$ cat src/rtl/rvcfp_pkg.sv
// rvcfp_pkg: shared types, codes and immediate helpers of the fetch predecoder
// no dependencies
`default_nettype none
package rvcfp_pkg;

  localparam logic OPC_FETCH = 1'b0;
  localparam logic OPC_FLUSH = 1'b1;

  localparam logic [6:0] OP_JAL    = 7'b1101111;
  localparam logic [6:0] OP_JALR   = 7'b1100111;
  localparam logic [6:0] OP_BRANCH = 7'b1100011;
  localparam logic [2:0] F3_JALR   = 3'b000;
  localparam logic [2:0] F3_CJ     = 3'b101;
  localparam logic [2:0] F3_CBEQZ  = 3'b110;
  localparam logic [2:0] F3_CBNEZ  = 3'b111;
  localparam logic [1:0] Q_FULL    = 2'b11;
  localparam logic [1:0] Q_C1      = 2'b01;

  typedef enum logic [1:0] {
    KIND_PACKET,
    KIND_FAULT,
    KIND_FLUSH
  } item_kind_t;

  typedef struct packed {
    item_kind_t        kind;
    logic [63:0]       fetch_address;
    logic [63:0]       packet_bytes;
    logic [3:0]        fault_cause;
    logic [3:0]        tk_valid;
    logic [3:0]        tk;
    logic [3:0]        tgt_valid;
    logic [3:0][63:0]  pred_target;
  } fetch_item_t;

  typedef struct packed {
    logic [63:0] insn_pc;
    logic [31:0] insn_word;
    logic        is_compressed;
    logic        fault_out;
    logic [3:0]  fault_cause_out;
    logic        predicted_taken;
    logic [63:0] predicted_target;
    logic        redirect;
    logic        wait_resume;
    logic        last;
  } result_t;

  function automatic logic [63:0] imm_j(input logic [31:0] w);
    return {{43{w[31]}}, w[31], w[19:12], w[20], w[30:21], 1'b0};
  endfunction

  function automatic logic [63:0] imm_b(input logic [31:0] w);
    return {{51{w[31]}}, w[31], w[7], w[30:25], w[11:8], 1'b0};
  endfunction

  function automatic logic [63:0] imm_cj(input logic [31:0] w);
    return {{52{w[12]}}, w[12], w[8], w[10:9], w[6], w[7], w[2], w[11], w[5:3], 1'b0};
  endfunction

  function automatic logic [63:0] imm_cb(input logic [31:0] w);
    return {{55{w[12]}}, w[12], w[6:5], w[2], w[11:10], w[4:3], 1'b0};
  endfunction

endpackage
`default_nettype wire

$ cat src/rtl/rvcfp_front.sv
// rvcfp_front: accepts fetch items, classifies them and queues them (two entries)
// depends on rvcfp_pkg
`default_nettype none
module rvcfp_front (
  input  wire                  clk,
  input  wire                  rst_n,
  input  wire                  in_valid,
  output logic                 in_ready,
  input  wire                  in_opcode,
  input  wire                  in_fault_valid,
  input  rvcfp_pkg::fetch_item_t in_item,
  output logic                 head_valid,
  output rvcfp_pkg::fetch_item_t head,
  input  wire                  head_pop
);
  import rvcfp_pkg::*;

  fetch_item_t mem_r [2];
  fetch_item_t item_cls;
  logic        wr_ptr_r, rd_ptr_r;
  logic [1:0]  count_r;
  logic        push;

  always_comb begin
    item_cls = in_item;
    if (in_opcode == OPC_FLUSH) begin
      item_cls.kind = KIND_FLUSH;
    end else if (in_fault_valid) begin
      item_cls.kind = KIND_FAULT;
    end else begin
      item_cls.kind = KIND_PACKET;
    end
  end

  assign in_ready   = (count_r != 2'd2);
  assign push       = in_valid && in_ready;
  assign head_valid = (count_r != 2'd0);
  assign head       = mem_r[rd_ptr_r];

  always_ff @(posedge clk) begin
    if (push) begin
      mem_r[wr_ptr_r] <= item_cls;
    end
  end

  always_ff @(posedge clk) begin
    if (!rst_n) begin
      wr_ptr_r <= 1'b0;
      rd_ptr_r <= 1'b0;
      count_r  <= 2'd0;
    end else begin
      if (push) wr_ptr_r <= !wr_ptr_r;
      if (head_pop) rd_ptr_r <= !rd_ptr_r;
      count_r <= count_r + 2'(push) - 2'(head_pop);
    end
  end

endmodule
`default_nettype wire

$ cat src/rtl/rvcfp_back.sv
// rvcfp_back: walks a queued packet one instruction a cycle while not
// stalled by the output, predicts and checks control flow, holds the
// split half and the result register; depends on rvcfp_pkg
`default_nettype none
module rvcfp_back #(
  parameter int FETCH_BYTES = 8,
  parameter int ALIGN_BYTES = 8
) (
  input  wire                    clk,
  input  wire                    rst_n,
  input  wire                    head_valid,
  input  rvcfp_pkg::fetch_item_t head,
  output logic                   head_pop,
  output logic                   out_valid,
  input  wire                    out_ready,
  output rvcfp_pkg::result_t     out_res
);
  import rvcfp_pkg::*;

  localparam int NH       = (FETCH_BYTES / 2 > 4) ? 4 : FETCH_BYTES / 2;
  localparam int OFF_BITS = $clog2(ALIGN_BYTES);
  localparam logic [2:0] NH3 = 3'(NH);

  logic        pend_r, pend_nxt;
  logic [15:0] plow_r, plow_nxt;
  logic        first_r, first_nxt;
  logic [2:0]  pos_r, pos_nxt;
  logic [63:0] pc_r, pc_nxt;
  logic [1:0]  n_r, n_nxt;
  logic        out_valid_r, out_valid_nxt;
  result_t     out_r, out_nxt;

  logic [3:0][15:0] hw;
  logic        go, pend_eff, emit, is_rvc, is_held, more, held_next, taken, redir;
  logic        tv, tk, gv;
  logic [2:0]  off, pos, npos;
  logic [1:0]  slot;
  logic [63:0] pc, len, tgt, ptgt, npc;
  logic [31:0] w;
  logic [15:0] h, h2, hn;

  assign hw = head.packet_bytes;
  assign go = head_valid && (!out_valid_r || out_ready);

  always_comb begin
    off      = 3'(head.fetch_address[OFF_BITS-1:0] >> 1);
    pend_eff = pend_r && !(first_r && off != 3'd0);
    pos      = first_r ? off : pos_r;
    pc       = first_r ? ((head.fetch_address & ~64'd1) - (pend_eff ? 64'd2 : 64'd0))
                       : pc_r;
    slot     = pos[1:0];
    h        = hw[slot];
    h2       = hw[slot + 2'd1];
    is_rvc   = 1'b0;
    is_held  = 1'b0;
    w        = {h2, h};
    npos     = pos + 3'd2;
    if (pend_eff) begin
      w    = {h, plow_r};
      npos = pos + 3'd1;
    end else if (h[1:0] != Q_FULL) begin
      w      = {16'd0, h};
      is_rvc = 1'b1;
      npos   = pos + 3'd1;
    end else if (pos + 3'd1 >= NH3) begin
      is_held = 1'b1;
    end
    tv    = head.tk_valid[slot];
    tk    = head.tk[slot];
    gv    = head.tgt_valid[slot];
    ptgt  = head.pred_target[slot];
    len   = is_rvc ? 64'd2 : 64'd4;
    npc   = pc + len;
    taken = 1'b0;
    tgt   = npc;
    redir = 1'b0;
    if (w[6:0] == OP_JAL) begin
      taken = 1'b1;
      tgt   = pc + imm_j(w);
      redir = !(tv && tk && gv && ptgt == tgt);
    end else if (w[6:0] == OP_JALR && w[14:12] == F3_JALR) begin
      if (tv && gv) begin
        taken = tk;
        tgt   = ptgt;
      end
    end else if (w[6:0] == OP_BRANCH) begin
      if (tv && tk) begin
        taken = 1'b1;
        tgt   = pc + imm_b(w);
        redir = !(gv && ptgt == tgt);
      end
    end else if (w[1:0] == Q_C1) begin
      if (w[15:13] == F3_CJ) begin
        taken = 1'b1;
        tgt   = pc + imm_cj(w);
        redir = !(tv && tk && gv && ptgt == tgt);
      end else if (w[15:13] == F3_CBEQZ || w[15:13] == F3_CBNEZ) begin
        if (tv && tk) begin
          taken = 1'b1;
          tgt   = pc + imm_cb(w);
          redir = !(gv && ptgt == tgt);
        end
      end
    end else begin
      redir = tv && gv;
    end
    hn        = hw[npos[1:0]];
    held_next = !redir && (npos < NH3) && (hn[1:0] == Q_FULL) && (npos + 3'd1 >= NH3);
    more      = !redir && (n_r != 2'd3) && (npos < NH3) &&
                !((hn[1:0] == Q_FULL) && (npos + 3'd1 >= NH3));
  end

  always_comb begin
    pend_nxt      = pend_r;
    plow_nxt      = plow_r;
    first_nxt     = first_r;
    pos_nxt       = pos_r;
    pc_nxt        = pc_r;
    n_nxt         = n_r;
    out_valid_nxt = out_valid_r && !out_ready;
    out_nxt       = out_r;
    head_pop      = 1'b0;
    emit          = 1'b0;
    if (go) begin
      case (head.kind)
        KIND_FLUSH: begin
          pend_nxt = 1'b0;
          plow_nxt = 16'd0;
          head_pop = 1'b1;
        end
        KIND_FAULT: begin
          out_nxt                 = '0;
          out_nxt.insn_pc         = head.fetch_address;
          out_nxt.fault_out       = 1'b1;
          out_nxt.fault_cause_out = head.fault_cause;
          out_nxt.wait_resume     = 1'b1;
          out_nxt.last            = 1'b1;
          out_valid_nxt           = 1'b1;
          head_pop                = 1'b1;
        end
        KIND_PACKET: begin
          pend_nxt = pend_eff;
          if (pend_eff) plow_nxt = 16'd0;
          if (pos >= NH3) begin
            head_pop = 1'b1;
          end else if (is_held) begin
            pend_nxt = 1'b1;
            plow_nxt = h;
            head_pop = 1'b1;
          end else begin
            emit     = 1'b1;
            if (pend_eff) pend_nxt = 1'b0;
            if (redir) begin
              pend_nxt = 1'b0;
              plow_nxt = 16'd0;
            end
            // packet ends in the low half of a split instruction
            if (held_next) begin
              pend_nxt = 1'b1;
              plow_nxt = hn;
            end
            head_pop = !more;
            pos_nxt  = npos;
            pc_nxt   = npc;
            n_nxt    = n_r + 2'd1;
          end
        end
        default: head_pop = 1'b1;
      endcase
      if (head_pop) begin
        first_nxt = 1'b1;
        n_nxt     = 2'd0;
      end else begin
        first_nxt = 1'b0;
      end
    end
    if (emit) begin
      out_nxt                  = '0;
      out_nxt.insn_pc          = pc;
      out_nxt.insn_word        = w;
      out_nxt.is_compressed    = is_rvc;
      out_nxt.predicted_taken  = taken;
      out_nxt.predicted_target = tgt;
      out_nxt.redirect         = redir;
      out_nxt.last             = !more;
      out_valid_nxt            = 1'b1;
    end
  end

  always_ff @(posedge clk) begin
    if (!rst_n) begin
      pend_r      <= 1'b0;
      plow_r      <= 16'd0;
      first_r     <= 1'b1;
      pos_r       <= 3'd0;
      pc_r        <= 64'd0;
      n_r         <= 2'd0;
      out_valid_r <= 1'b0;
    end else begin
      pend_r      <= pend_nxt;
      plow_r      <= plow_nxt;
      first_r     <= first_nxt;
      pos_r       <= pos_nxt;
      pc_r        <= pc_nxt;
      n_r         <= n_nxt;
      out_valid_r <= out_valid_nxt;
    end
  end

  always_ff @(posedge clk) begin
    out_r <= out_nxt;
  end

  assign out_valid = out_valid_r;
  assign out_res   = out_r;

  a_fault_last: assert property (@(posedge clk) disable iff (!rst_n)
    (out_valid_r && out_r.fault_out) |-> out_r.last) else $error("fault result not last");
  a_redir_last: assert property (@(posedge clk) disable iff (!rst_n)
    (out_valid_r && out_r.redirect) |-> out_r.last) else $error("redirect not last");
  a_redir_drop: assert property (@(posedge clk) disable iff (!rst_n)
    (emit && redir) |=> !pend_r) else $error("held half kept after redirect");
  a_rvc_word: assert property (@(posedge clk) disable iff (!rst_n)
    (out_valid_r && out_r.is_compressed) |-> (out_r.insn_word[31:16] == 16'd0))
    else $error("compressed word not zero-extended");

endmodule
`default_nettype wire

$ cat src/rtl/rvc_fetch_predecode_redirect.sv
// rvc_fetch_predecode_redirect: top level of the fetch predecoder
// depends on rvcfp_pkg, rvcfp_front, rvcfp_back
//
// Splits each fetch packet into 16-bit and 32-bit instructions and delivers one
// result per cycle from a registered output unless out_ready holds it; a packet
// yields up to four instructions, and the back stage walks them in order before
// it takes the next queued item. The walk over the packet in the back stage sets
// this rate; a two-entry queue lets the input side keep accepting while results
// wait. Flush items produce no result.
`default_nettype none
module rvc_fetch_predecode_redirect #(
  parameter int FETCH_BYTES = 8,
  parameter int ALIGN_BYTES = 8
) (
  input  wire         clk,
  input  wire         rst_n,
  input  wire         in_valid,
  output logic        in_ready,
  input  wire         in_opcode,
  input  wire  [63:0] in_fetch_address,
  input  wire  [63:0] in_packet_bytes,
  input  wire         in_fault_valid,
  input  wire  [3:0]  in_fault_cause,
  input  wire  [3:0]  in_pred_taken_valid_mask,
  input  wire  [3:0]  in_pred_taken_mask,
  input  wire  [3:0]  in_pred_target_valid_mask,
  input  wire  [63:0] in_pred_target_slot0,
  input  wire  [63:0] in_pred_target_slot1,
  input  wire  [63:0] in_pred_target_slot2,
  input  wire  [63:0] in_pred_target_slot3,
  output logic        out_valid,
  input  wire         out_ready,
  output logic [63:0] out_insn_pc,
  output logic [31:0] out_insn_word,
  output logic        out_is_compressed,
  output logic        out_fault_out,
  output logic [3:0]  out_fault_cause_out,
  output logic        out_predicted_taken,
  output logic [63:0] out_predicted_target,
  output logic        out_redirect,
  output logic        out_wait_resume,
  output logic        out_last
);
  import rvcfp_pkg::*;

  fetch_item_t in_item, head;
  logic        head_valid, head_pop;
  result_t     res;

  always_comb begin
    in_item.kind          = KIND_PACKET;
    in_item.fetch_address = in_fetch_address;
    in_item.packet_bytes  = in_packet_bytes;
    in_item.fault_cause   = in_fault_cause;
    in_item.tk_valid      = in_pred_taken_valid_mask;
    in_item.tk            = in_pred_taken_mask;
    in_item.tgt_valid     = in_pred_target_valid_mask;
    in_item.pred_target   = {in_pred_target_slot3, in_pred_target_slot2,
                             in_pred_target_slot1, in_pred_target_slot0};
  end

  rvcfp_front u_front (
    .clk            (clk),
    .rst_n          (rst_n),
    .in_valid       (in_valid),
    .in_ready       (in_ready),
    .in_opcode      (in_opcode),
    .in_fault_valid (in_fault_valid),
    .in_item        (in_item),
    .head_valid     (head_valid),
    .head           (head),
    .head_pop       (head_pop)
  );

  rvcfp_back #(
    .FETCH_BYTES (FETCH_BYTES),
    .ALIGN_BYTES (ALIGN_BYTES)
  ) u_back (
    .clk        (clk),
    .rst_n      (rst_n),
    .head_valid (head_valid),
    .head       (head),
    .head_pop   (head_pop),
    .out_valid  (out_valid),
    .out_ready  (out_ready),
    .out_res    (res)
  );

  assign out_insn_pc          = res.insn_pc;
  assign out_insn_word        = res.insn_word;
  assign out_is_compressed    = res.is_compressed;
  assign out_fault_out        = res.fault_out;
  assign out_fault_cause_out  = res.fault_cause_out;
  assign out_predicted_taken  = res.predicted_taken;
  assign out_predicted_target = res.predicted_target;
  assign out_redirect         = res.redirect;
  assign out_wait_resume      = res.wait_resume;
  assign out_last             = res.last;

endmodule
`default_nettype wire
$ cat config.mk
export PLATFORM = sky130hd
export DESIGN_NAME = rvc_fetch_predecode_redirect
export DESIGN_NICKNAME = d
export VERILOG_FILES = /design/src/rtl/rvcfp_pkg.sv /design/src/rtl/rvcfp_front.sv /design/src/rtl/rvcfp_back.sv /design/src/rtl/rvc_fetch_predecode_redirect.sv
export SDC_FILE = /design/constraint.sdc
export NUM_CORES = 2
export LEC_CHECK = 0
export BUFFER_PORTS_ARGS = -buffer_cell sky130_fd_sc_hd__buf_2
export CELL_PAD_IN_SITES_DETAIL_PLACEMENT = 0
export CELL_PAD_IN_SITES_GLOBAL_PLACEMENT = 1
export CORE_ASPECT_RATIO = 1.4
export CORE_MARGIN = 4
export CORE_UTILIZATION = 34
export DETAILED_ROUTE_END_ITERATION = 8
export MAX_ROUTING_LAYER = met4
export PLACE_DENSITY = 0.57
export SYNTH_ARGS = -nofsm -noshare
export SYNTH_HDL_FRONTEND = slang
export SYNTH_SLANG_ARGS = --single-unit
$ cat constraint.sdc
create_clock -name clk -period 28.5 [get_ports clk]
set_input_delay 2.85 -clock clk [delete_from_list [all_inputs] [get_ports clk]]
set_output_delay 2.85 -clock clk [all_outputs]
set_load 0.02 [all_outputs]
# Yosys cells after proc, flatten, opt, wreduce, memory -nomap -nowiden
# Memories as Yosys holds them, arrays and structs flattened. A register that Yosys moved wholly into a read port is not among the register bits.
# Cells that the tools add are included.
# totals
ff_bits	261
mem_bits_rw	804
inputBits	406
n_memories	1
wordCells	196
# classes
n_bitwise	2
n_mux	88
eq_ne	19
n_addsub	13
n_reduce_logical	47
n_lt_le_gt_ge	7
# mem_list
memory	words	width	read_ports	rd_ports_with_merged_regs	write_ports	line	source
u_front.mem_r	2	402	1	1	1	rvcfp_front.sv:18	fetch_item_t mem_r [2];
# ops
op	n
$mux W64	11
$mux W170	3
$add A64 B64 Y64	5
$eq A64 B64 Y1	4
$bmux W64 S2	1
$mux W16	8
$bmux W16 S2	3
$mux W32	2
$sub A64 B64 Y64	1
$mux W1	45
$pmux W16 S2	1
$eq A7 B7 Y1 const B	3
$logic_and A1 B1 Y1	20
$logic_not A1 Y1	12
$mux W2	6
$mux W3	4
$ne A2 B2 Y1 const B	5
$reduce_bool A2 Y1	5
$eq A3 B3 Y1 const B	3
$ge A3 B3 Y1 const B	3
$lt A2 B3 Y1 const B	3
$reduce_and A4 Y1	2
$add A3 B1 Y3 const B	2
$bmux W1 S2	3
other kinds (14)	21

# Longest topological paths before layout
# logic_depth
word_depth	30
mapped_depth	43
mapped_depth_nobuf	34

# By module
# A second synthesis with hierarchy kept.
# unflattened
cells_unflattened	6526
hier_area_um2	67994.0
# by_module_without_submodules
mod	instances	area_each_um2	cells_per_inst	seq_area_each_um2
rvcfp_back	1	38560.7	5243	6786.5
rvcfp_front	1	29429.5	1282	24243.3
rvc_fetch_predecode_redirect	1	3.8	1	0.0

# Worst setup path after synthesis
# No wires, ideal clock.
# synth_timing
path_kind	input -> register
from	input in_valid
to	register u_front.wr_ptr_r
n_path_buf	0
setup_slack_ns	7.605
path_stages	3
t_arrival_ns	20.758
cell_sequence	nand2_1 -> nor2_1 -> o21a_1
# synth_via
elab_chain_len	1
# synth_rtl
item	line	source
from (decl)	rvc_fetch_predecode_redirect.sv:17	input wire in_valid,
$logic_and A1 B1 Y1	rvcfp_front.sv:36	assign push = in_valid && in_ready;
to (signal assigned)	rvcfp_front.sv:52	if (push) wr_ptr_r <= !wr_ptr_r;
to (decl)	rvcfp_front.sv:20	logic wr_ptr_r, rd_ptr_r;
# No other way between the ends.
# A chain may end at the register's enable or synchronous reset.

==> flow_summary.ini <==
[sta]
finClkSkew_ps = 67.9
finalCritPeriodShare_pct = 49.9
tightest_slew_ps = 1580
rsz0062_at_grt = false
max_freq_mhz = 70.3
min_period_ps = 14220
holdWs_ps = 457
finalHoldViolCount = 0
finalSetupViolations = 0
slew_violations = 1
maxSlewHeadroom_pct = -5.55
finalSetupTns_ps = 0

[worst_setup_path]
cp_num_cells = 36
crit_family = simple AND/OR/NAND/NOR gates
worst_path_most_repeated_cell = ha_1
crit_path_top_delay_cell = nor4b_1
worstSetupPathType = reg -> reg
worstPathArrival_ps = 14890
rr_worst_depth = 36
crit_path_end_kind = flop
path_max_fanout = 44
cp.required_ps = 29170
cp_slowest_stage_delay_ps = 950
cp-start-kind = flop
critPathBufInv = 6

[yosys]
ys.flop_type = edfxtp_1
async_flop_share_pct = 0
synth_area_per_cell_um2 = 10.2
synth_warnings = 0
synth-edff-count = 968
synth_seq_cells = 1066
synth_cells = 6722
ys_types = 130
seq_area_frac_synth_pct = 45.1
netlist_area_mm2 = 0.0687
syn_nets = 7279

[floorplan]
start_util_pct = 34.1
chipHeight_um = 540
boundaryPins = 578
dieArea_mm2 = 0.210
die_x_um = 388
rows = 195
coreArea_mm2 = 0.201

[drt]
drt_first_iter_violations = 5923
wl_um = 397000
drt-pass1-iter-count = 6
vias = 62199
drc = 0
vias_per_cell = 6.19
wl_per_cell_um = 39.5
final_antenna_net_count = 0

[clock_tree]
root_buffer = clkbuf_16
cts-buffers-inserted = 106
ctsHoldBuffers = 0
clock-sinks = 1066
h-tree-depth = 3
clockBufferDepth = 3
cts_setup_buffers = 0
cts_tree = built
clkLatencyLatePin_ps = 790
clk_pin_slew_ps = 70
cts_resized = 0

[placement]
place.gp.congestion = 1.03
numPortBuffers = 577
hpwl_um = 324000
place_area_mm2 = 0.0752
post-place-cells = 9768

[hold_path]
hold_class = reg -> reg
hold_depth = 2

[finish]
nets = 7774
mostFrequentLayoutCell = edfxtp_1
fin_cells = 10041
drive_above_1_share_pct = 17.9
fin_area_mm2 = 0.0790
mostFrequentLayoutCells = 968 x edfxtp_1, 577 x buf_2, 573 x nand2_1
area_growth_pct = 14.9
fillers = 20084

[grt]
grt_pass1_wl_um = 530000
grt_max_degree = 189
grt.total_usage_pct = 37.6
grt_pass1_vias = 61435
grt_antenna_before_repair = 103
grt_overflow = 0

[run]
cap_violations = 0

[status]
violations = max-slew violations
status = finished with violations
-- cell families after synthesis --
family	Yosys count	share of synthesized area (%)
compound gates	2099	20.4
xor+xnor	482	6.32
fa+ha+maj	151	2.79
buf+inv	566	3.62
flops	1066	45.1
mux	426	7.79
simple gates	1932	13.9
-- worst min-delay path: cells and delay by family, from the launching register on --
kind | cells | cell delay (ps)
buffers and inverters | 1 | 50
AOI/OAI and AO/OA | 1 | 50
DFF | 1 | 310
-- routing by layer --
| metal | track usage [%] | vias to the layer above | routed length [µm] |
|---|---|---|---|
| met4 | 30.1 | 0 | 40600 |
| met2 | 60.3 | 2753 | 187000 |
| met1 | 40.3 | 31457 | 143000 |
| li1 | - | 27118 | - |
| met5 | - | - | 0 |
| met3 | 7.67 | 871 | 26600 |
-- area by class of cell --
| type | instances | area, µm² | area share [%] |
|---|---|---|---|
| diodes | 81 | 203 | 0.257 |
| clock inverters | 67 | 822 | 1.04 |
| well taps | 2659 | 3330 | 4.21 |
| clock buffers | 125 | 2730 | 3.46 |
| multi-input cells | 5090 | 35600 | 45.0 |
| repair buffers | 816 | 4770 | 6.04 |
| inverters | 137 | 519 | 0.657 |
| flip-flops and latches | 1066 | 31000 | 39.3 |
-- synthesized netlist by cell type, drive strengths merged, types with 135 or more instances --
library cell / n / share of area (%)
nand2: 575 / 3.1
o21ai: 447 / 3.3
buf: 142 / 1.3
inv: 137 / 0.75
ha: 147 / 2.7
nand3: 135 / 0.99
xor2: 147 / 1.9
nor3: 164 / 1.2
mux2i: 284 / 4.2
o22ai: 151 / 1.4
clkbuf: 287 / 1.6
nor2: 440 / 2.4
a21oi: 518 / 3.8
xnor2: 330 / 4.3
edfxtp: 968 / 42
-- state kept, by name, summed over array words and instances, names as in the netlist, named ones only --
register,flops
u_back.plow_r,16
u_front.rd_ptr_r,1
u_back.pos_r,3
u_back.first_r,1
u_back.out_res,169
u_front.count_r,2
u_front.wr_ptr_r,1
u_back.pend_r,1
u_back.pc_r,64
u_front.mem_r,804
u_back.n_r,2
u_back.out_valid,1
-- through the flow --
stage | utilization, % | worst slack (ps)
floorplan | - | 7610
global placement | 37.4 | 14600
detailed placement | 37.4 | 14670
CTS | 39.1 | 14630
global route | 39.2 | 13820
finish | 39.2 | 14280
-- final timing paths --
check / start / endpoint / slack (ps)
worst max-delay path: flop / u_front.count_r[1] / 14280
worst min-delay path: u_back.out_res[72] / u_back.out_res[72] / 460
worst max register to register: flop / u_front.count_r[1] / 14280
worst min register to register: u_back.out_res[72] / u_back.out_res[72] / 460
Power is left out: the tool's default activity adds up to more than one toggle a clock period on the data nets, which glitch-free logic cannot reach.
